**config.mk**
```make
export PLATFORM = sky130hd
export DESIGN_NAME = trilinear_prolongation_3d_core
export DESIGN_NICKNAME = d
export VERILOG_FILES = /design/src/hw/rtl/tlp3d_pkg.sv /design/src/hw/rtl/trilinear_prolongation_3d_core.sv /design/src/hw/rtl/tlp3d_serial.sv
export SDC_FILE = /design/constraint.sdc
export NUM_CORES = 2
export LEC_CHECK = 0
export ABC_CLOCK_PERIOD_IN_PS = 22700
export BUFFER_PORTS_ARGS = -buffer_cell sky130_fd_sc_hd__buf_2
export CAP_MARGIN = 15
export CORE_MARGIN = 5
export CORE_UTILIZATION = 50
export CTS_CLUSTER_SIZE = 25
export DETAILED_ROUTE_END_ITERATION = 8
export GPL_ROUTABILITY_DRIVEN = 0
export PLACE_DENSITY = 0.67
export SKIP_LAST_GASP = 1
export SYNTH_ARGS = -nofsm -noshare
export SYNTH_HDL_FRONTEND = slang
export SYNTH_HIERARCHICAL = 1
export SYNTH_SLANG_ARGS = --single-unit
export TNS_END_PERCENT = 100
```
**constraint.sdc**
```tcl
create_clock -name clk -period 22.7 [get_ports clk]
set_input_delay 0 -clock clk [delete_from_list [all_inputs] [get_ports clk]]
set_output_delay 0 -clock clk [all_outputs]
set_load 0.01 [all_outputs]
```
**src/hw/rtl/tlp3d_pkg.sv**
```systemverilog
`timescale 1ns / 1ps
`default_nettype none

package tlp3d_pkg;

  // Field widths
  localparam int CW = 10;  // coarse coordinate
  localparam int FW = 11;  // fine coordinate and grid size
  localparam int VW = 32;  // Q16.16 value
  localparam int NR = 8;   // results per coarse point at most
  localparam int IW = 3;   // result index

  localparam int          MAX_COARSE_DEF = 1024;
  localparam logic [FW-1:0] NC_MIN       = 11'd2;

  // One coarse point after interpolation: all eight candidate values and
  // the mask of the ones that are emitted
  typedef struct packed {
    logic [CW-1:0]          cx;
    logic [CW-1:0]          cy;
    logic [CW-1:0]          cz;
    logic [NR-1:0]          mask;
    logic [NR-1:0][VW-1:0]  vals;
  } item_t;

endpackage

`default_nettype wire

```
**src/hw/rtl/trilinear_prolongation_3d_core.sv**
```systemverilog
`timescale 1ns / 1ps
`default_nettype none

// Each point passes stages 1 to 4, the serializer mask and the output registers.
// The serializer emits a point's results one after another (8 for an interior
// point) and takes the next point on the last one; an empty point still loads.
// The four-stage adder pipeline stalls only when the output serializer is full.
// Reset: nc returns to 2, all pipeline stages and results are emptied.
module trilinear_prolongation_3d_core
  import tlp3d_pkg::*;
#(
  parameter int MAX_COARSE = MAX_COARSE_DEF
) (
  input  wire logic            clk,
  input  wire logic            rst,
  input  wire logic            start,
  output logic                 busy,
  input  wire logic [CW-1:0]   cx,
  input  wire logic [CW-1:0]   cy,
  input  wire logic [CW-1:0]   cz,
  input  wire logic signed [VW-1:0] v000,
  input  wire logic signed [VW-1:0] v100,
  input  wire logic signed [VW-1:0] v010,
  input  wire logic signed [VW-1:0] v110,
  input  wire logic signed [VW-1:0] v001,
  input  wire logic signed [VW-1:0] v101,
  input  wire logic signed [VW-1:0] v011,
  input  wire logic signed [VW-1:0] v111,
  input  wire logic            wr_en,
  input  wire logic [FW-1:0]   wr_data,
  output logic                 result_valid,
  output logic [FW-1:0]        fx,
  output logic [FW-1:0]        fy,
  output logic [FW-1:0]        fz,
  output logic signed [VW-1:0] fine_value,
  output logic                 last
);

  localparam logic [16:0] MAX_C = 17'(MAX_COARSE);

  // Grid size register, clamped on write
  logic [FW-1:0] nc;

  always_ff @(posedge clk) begin
    if (rst) begin
      nc <= NC_MIN;
    end else if (wr_en) begin
      if (wr_data < NC_MIN) nc <= NC_MIN;
      else if ({6'd0, wr_data} > MAX_C) nc <= MAX_C[FW-1:0];
      else nc <= wr_data;
    end
  end

  // Stage valids and ready chain
  logic v1, v2, v3, v4;
  logic rdy1, rdy2, rdy3, rdy4;
  logic ser_ready;

  assign rdy4 = !v4 || ser_ready;
  assign rdy3 = !v3 || rdy4;
  assign rdy2 = !v2 || rdy3;
  assign rdy1 = !v1 || rdy2;
  assign busy = !rdy1;

  // Stage 1: input registers
  logic [CW-1:0] x1, y1, z1;
  logic signed [VW-1:0] a00_1, a10_1, a01_1, a11_1, b00_1, b10_1, b01_1, b11_1;

  always_ff @(posedge clk) begin
    if (rst) v1 <= 1'b0;
    else if (rdy1) v1 <= start;
  end

  always_ff @(posedge clk) begin
    if (rdy1) begin
      x1 <= cx; y1 <= cy; z1 <= cz;
      a00_1 <= v000; a10_1 <= v100; a01_1 <= v010; a11_1 <= v110;
      b00_1 <= v001; b10_1 <= v101; b01_1 <= v011; b11_1 <= v111;
    end
  end

  // Boundary flags, result mask and zeroed Dirichlet planes
  logic none, hx, hy, lowz, upz;
  logic [NR-1:0] mask1;
  logic [3:0] pat;
  logic signed [VW-1:0] za00, za10, za01, za11, zb00, zb10, zb01, zb11;

  always_comb begin
    none = ({1'b0, x1} >= nc) || ({1'b0, y1} >= nc) || ({1'b0, z1} >= nc) ||
           ({1'b0, z1} == nc - 11'd1);
    hx   = {1'b0, x1} < nc - 11'd1;
    hy   = {1'b0, y1} < nc - 11'd1;
    lowz = (z1 == '0);
    upz  = ({1'b0, z1} + 11'd2) == nc;
    pat  = {hx && hy, hy, hx, 1'b1};
    mask1 = {pat & {4{!(lowz && upz)}}, pat & {4{!lowz}}} & {NR{!none}};
    za00 = lowz ? '0 : a00_1;
    za10 = lowz ? '0 : a10_1;
    za01 = lowz ? '0 : a01_1;
    za11 = lowz ? '0 : a11_1;
    zb00 = upz ? '0 : b00_1;
    zb10 = upz ? '0 : b10_1;
    zb01 = upz ? '0 : b01_1;
    zb11 = upz ? '0 : b11_1;
  end

  // Stage 2: pair sums
  logic [CW-1:0] x2, y2, z2;
  logic [NR-1:0] mask2;
  logic signed [VW-1:0] a00_2;
  logic signed [VW:0] e0_2, e1_2, e2_2, c0_2, c1_2, c2_2, c3_2;

  always_ff @(posedge clk) begin
    if (rst) v2 <= 1'b0;
    else if (rdy2) v2 <= v1;
  end

  always_ff @(posedge clk) begin
    if (rdy2) begin
      x2 <= x1; y2 <= y1; z2 <= z1;
      mask2 <= mask1;
      a00_2 <= za00;
      e0_2  <= {za00[VW-1], za00} + {za10[VW-1], za10};
      e1_2  <= {za01[VW-1], za01} + {za11[VW-1], za11};
      e2_2  <= {za00[VW-1], za00} + {za01[VW-1], za01};
      c0_2  <= {za00[VW-1], za00} + {zb00[VW-1], zb00};
      c1_2  <= {za10[VW-1], za10} + {zb10[VW-1], zb10};
      c2_2  <= {za01[VW-1], za01} + {zb01[VW-1], zb01};
      c3_2  <= {za11[VW-1], za11} + {zb11[VW-1], zb11};
    end
  end

  // Stage 3: quad sums
  logic [CW-1:0] x3, y3, z3;
  logic [NR-1:0] mask3;
  logic signed [VW-1:0] a00_3;
  logic signed [VW:0] e0_3, e2_3, c0_3;
  logic signed [VW+1:0] s3_3, s5_3, s6_3, q1_3;

  always_ff @(posedge clk) begin
    if (rst) v3 <= 1'b0;
    else if (rdy3) v3 <= v2;
  end

  always_ff @(posedge clk) begin
    if (rdy3) begin
      x3 <= x2; y3 <= y2; z3 <= z2;
      mask3 <= mask2;
      a00_3 <= a00_2;
      e0_3  <= e0_2;
      e2_3  <= e2_2;
      c0_3  <= c0_2;
      s3_3  <= {e0_2[VW], e0_2} + {e1_2[VW], e1_2};
      s5_3  <= {c0_2[VW], c0_2} + {c1_2[VW], c1_2};
      s6_3  <= {c0_2[VW], c0_2} + {c2_2[VW], c2_2};
      q1_3  <= {c2_2[VW], c2_2} + {c3_2[VW], c3_2};
    end
  end

  // Stage 4: full sum and floor shifts (bit selects of the exact sums)
  logic signed [VW+2:0] s7;
  item_t item4;

  assign s7 = {s5_3[VW+1], s5_3} + {q1_3[VW+1], q1_3};

  always_ff @(posedge clk) begin
    if (rst) v4 <= 1'b0;
    else if (rdy4) v4 <= v3;
  end

  always_ff @(posedge clk) begin
    if (rdy4) begin
      item4.cx      <= x3;
      item4.cy      <= y3;
      item4.cz      <= z3;
      item4.mask    <= mask3;
      item4.vals[0] <= a00_3;
      item4.vals[1] <= e0_3[VW:1];
      item4.vals[2] <= e2_3[VW:1];
      item4.vals[3] <= s3_3[VW+1:2];
      item4.vals[4] <= c0_3[VW:1];
      item4.vals[5] <= s5_3[VW+1:2];
      item4.vals[6] <= s6_3[VW+1:2];
      item4.vals[7] <= s7[VW+2:3];
    end
  end

  // Output serializer: one fine value per cycle while results are pending
  tlp3d_serial u_serial (
    .clk          (clk),
    .rst          (rst),
    .load         (v4 && ser_ready),
    .item         (item4),
    .ready        (ser_ready),
    .result_valid (result_valid),
    .fx           (fx),
    .fy           (fy),
    .fz           (fz),
    .fine_value   (fine_value),
    .last         (last)
  );

  // Results of one point go out on consecutive cycles
  a_contiguous: assert property (@(posedge clk) disable iff (rst)
    result_valid && !last |=> result_valid)
    else $error("gap inside the results of one point");

  // A start transfer always lands in the first stage
  a_capture: assert property (@(posedge clk) disable iff (rst)
    start && !busy |=> v1)
    else $error("accepted point not captured");

  // A stalled last stage keeps its point
  a_stall_hold: assert property (@(posedge clk) disable iff (rst)
    v4 && !ser_ready |=> v4 && $stable(item4))
    else $error("stalled point lost or changed");

endmodule

`default_nettype wire

```
**src/hw/rtl/tlp3d_serial.sv**
```systemverilog
`timescale 1ns / 1ps
`default_nettype none

module tlp3d_serial
  import tlp3d_pkg::*;
(
  input  wire logic          clk,
  input  wire logic          rst,
  input  wire logic          load,
  input  wire item_t         item,
  output logic               ready,
  output logic               result_valid,
  output logic [FW-1:0]      fx,
  output logic [FW-1:0]      fy,
  output logic [FW-1:0]      fz,
  output logic signed [VW-1:0] fine_value,
  output logic               last
);

  logic [NR-1:0]         mask;
  logic [NR-1:0][VW-1:0] vals;
  logic [CW-1:0]         cx;
  logic [CW-1:0]         cy;
  logic [CW-1:0]         cz;
  logic [NR-1:0]         lowbit;
  logic [NR-1:0]         rest;
  logic [IW-1:0]         idx;

  // Pick the lowest pending result
  always_comb begin
    lowbit = mask & (~mask + 8'd1);
    rest   = mask & ~lowbit;
    idx    = '0;
    for (int i = 0; i < NR; i++) begin
      if (lowbit[i]) idx = IW'(i);
    end
  end

  // Free for the next point once the current one is on its final result or has none
  assign ready = (rest == '0);

  // Pending mask and strobe
  always_ff @(posedge clk) begin
    if (rst) begin
      mask         <= '0;
      result_valid <= 1'b0;
    end else begin
      result_valid <= |mask;
      if (load) mask <= item.mask;
      else mask <= rest;
    end
  end

  // Held point and output registers
  always_ff @(posedge clk) begin
    if (load) begin
      vals <= item.vals;
      cx   <= item.cx;
      cy   <= item.cy;
      cz   <= item.cz;
    end
    fx         <= {cx, idx[0]};
    fy         <= {cy, idx[1]};
    fz         <= {cz, idx[2]};
    fine_value <= vals[idx];
    last       <= ready;
  end

endmodule

`default_nettype wire
```
==> out/metrics.cfg <==
[pwr]
vdd_drop_max_mv = 0.0775
p_leak_nw = 34.3
total_power_w = 0.00866
powerDensity_mw_per_mm2 = 101

[sta]
drv_slew = 0
finalCriticalPeriod_ns = 7.15
rsz0062_at_grt = false
clock_skew_ns = 0.0359
fin_tns_setup_ns = 0
slew_headroom_pct = 20.3
setup_viol = 0
fin_ws_ns = 15.55
fin_crit_sh_pct = 31.5
finalHoldViolations = 0
worst_slew_pin_slew_ns = 1.19
fmax_mhz = 140

[worst_setup_path]
rrSetupSlack_ns = 15.55
worstSetupPathType = flop to flop
required_ns = 23.23
cp.arrival_ns = 7.68
startpoint_type = flop
crit_path_max_fanout = 74
cp-end-kind = flop

[synth]
syn-num-nets = 5734
synth_top_family_by_area = compound AO/OA/AOI/OAI gates
synthArstFlopShare_pct = 0
synth_flop_cell = edfxtp_1
yosys_warnings = 6
netlist.area_leader.share_pct = 62.4
synthSimpleGateAreaFrac_pct = 8.24
synthAdderAreaFrac_pct = 8.07
syn_inst = 4986
synth-seq-area-share_pct = 65.0
ys_seq_elements = 1554
postSynthAreaPerCell_um2 = 14.1
synth_cell_types = 90
synth-xor-area-share_pct = 4.35
synth_area_leaders = edfxtp_1 62%, ha_1 7.8%, xnor2_1 2.8%
synth-edff-count = 1464
netlist_area_mm2 = 0.0704
yosysTopAreaCell = edfxtp_1
muxShareOfSynthArea_pct = 0.540
synth_compound_gate_area_share_pct = 12.6

[global_routing]
grt_max_degree = 110
grt_pass1_wl_um = 282000
antenna_found_initial = 13
grt_pass1_vias = 46300
grt.total_usage_pct = 25.4
overflow = 0

[final_layout]
syn2layout_area_growth_pct = 22.2
final_cells = 8055
layout.nets = 6789
fin_area_mm2 = 0.0861
drive_gt1_share_pct = 12.1

[detailed_routing]
first_iter_violations = 4647
drc = 0
vias_per_cell = 5.75
dr.pass1.iters = 6
wl_per_cell_um = 23.6
ant_nets = 0
num_vias = 46300
finalWirelength_um = 190000

[clocking]
cts_tree = done
cts_buffers = 160
cts.repair.resized = 0
cts_root_buffer = clkbuf_16
clock_sinks = 1554
clock_latency_ns = 0.81
clk_path_buf_depth = 3
h-tree-depth = 4
clkTransAtPathRegs_ns = 0.06

[job]
cap_violations = 0

[floorplan]
die_area_mm2 = 0.148
die_w_um = 385
die_h_um = 385
io_pins = 369
core_mm2 = 0.140
rows = 137
initial_utilization_pct = 50.4

[place]
dp_hpwl_um = 131000
port_buffers = 368
place_ws_ns = 15.64
dp.cells = 7142
place_area_mm2 = 0.0745

[status]
status = complete, no violations

[worst_hold_path]
hold_path.class = primary input to flop

Yosys cell counts (40+ instances only):
cell and count:
ha_1 438, a21oi_1 323, nand3_1 67, o211ai_1 45
inv_1 93, and2_1 138, and3_1 40, o21a_1 62
nor2_1 218, xnor2_1 223, nand2b_1 59, a211oi_1 59
o21ai_0 184, nand2_1 195, nand4_1 40, a21o_1 211
nor3_1 71, dfxtp_1 90, clkbuf_1 98, a31oi_1 45
nor2b_1 198, edfxtp_1 1464, xor2_1 127
placed cells by master (no fill, tap or decap), drive strengths merged, types with 35 or more instances in the layout:
cell type and count:
xor2 127, nor2b 198, o21ai 190, nand3 68, inv 107, nor2 218
a31oi 45, clkbuf 193, clkinv 60, nand2b 59, ha 438, nand4 40
o21a 62, o311ai 35, a221oi 43, edfxtp 1464, dlygate4sd3 613, a211oi 59
a21o 211, xnor2 223, nand2 195, buf 406, and2 139, dfxtp 90
mux2i 38, a31o 46, and3 40, nor3 71, o211ai 45, a21oi 324
routing by layer:
metal | wire, um | share of wire, % | global-route usage (%) | vias up
li1 | - | - | - | 21400
met1 | 81000 | 43 | 35.7 | 22700
met2 | 88000 | 46 | 40.9 | 1934
met3 | 15200 | 8.0 | 4.32 | 344
met4 | 5770 | 3.0 | 7.89 | 6
met5 | 48 | 0.025 | 0 | -
sequential cells by signal, indices dropped and copies added (netlist names), 33 cells and up:
signal         flops
q1_3              34
c0_2              33
c3_2              33
e1_2              33
c2_2              33
s5_3              34
item4            294
u_serial/vals    256
e0_2              33
c1_2              33
kinds of logic after synthesis:
logic type	after synthesis
and+or+nand+nor	1103
buffers and inverters	219
muxes	38
DFF	1554
AOI/OAI and AO/OA	1273
xor gates and xnor gates	350
adders and majority gates	449
worst max-delay path: stages (launching register included):
cell and delay [ns]:
edfxtp_1 0.61, xor2_1 0.36, xor2_1 0.12, nor3_1 0.17, a41oi_1 0.07, o32ai_1 0.15
a21oi_1 0.13, nor4_2 0.33, buf_4 0.64, buf_4 0.80, nor2b_1 0.12, ha_1 0.29
fa_1 0.47, a21o_1 0.21, a31oi_1 0.24, a2bb2oi_1 0.18, a31oi_1 0.57, o211ai_1 0.23
a31oi_1 0.30, nor2b_1 0.08, o21a_1 0.20, o41ai_1 0.35, xnor2_1 0.11
report_power, final:
group	total, W	switching [W]	internal, W
Sequential	0.00408	0.000256	0.00383
Clock	0.00272	0.00114	0.00158
Combinational	0.00185	0.00106	0.000791
area by class of cell:
cell class,instances,area (um^2)
Antenna cell,5,12.5
Clock buffer,193,4210
Clock inverter,102,1250
Fill cell,10300,53600
Inverter,93,364
Multi-Input combinational cell,3213,23800
Sequential cell,1554,45800
Tap cell,1876,2350
Timing Repair Buffer,1019,8280
per-stage QoR:
| step | util, % | hold WS (ns) |
|---|---|---|
| floorplan | - | 0.0691 |
| global placement | 53.3 | 0.177 |
| detailed placement | 53.3 | 0.178 |
| CTS | 61.6 | 0.0308 |
| global route | 61.6 | 0.108 |
| finish | 61.6 | 0.129 |
what timing repair did:
item / CTS / global route
setup buffers: 0 / 0
hold buffers: 613 / 0
endpoints found under the hold margin: 310 / 0
path summary, 6_finish.rpt:
check,start,to,depth (start not counted)
setup / recovery,z1[9],c3_2[30],22
hold / removal,wr_data[1],nc[1],4
setup reg to reg,z1[9],c3_2[30],22
hold reg to reg,u_serial/cy[7],u_serial/fy[8],0
No activity file was read; power rests on OpenSTA's default activity.
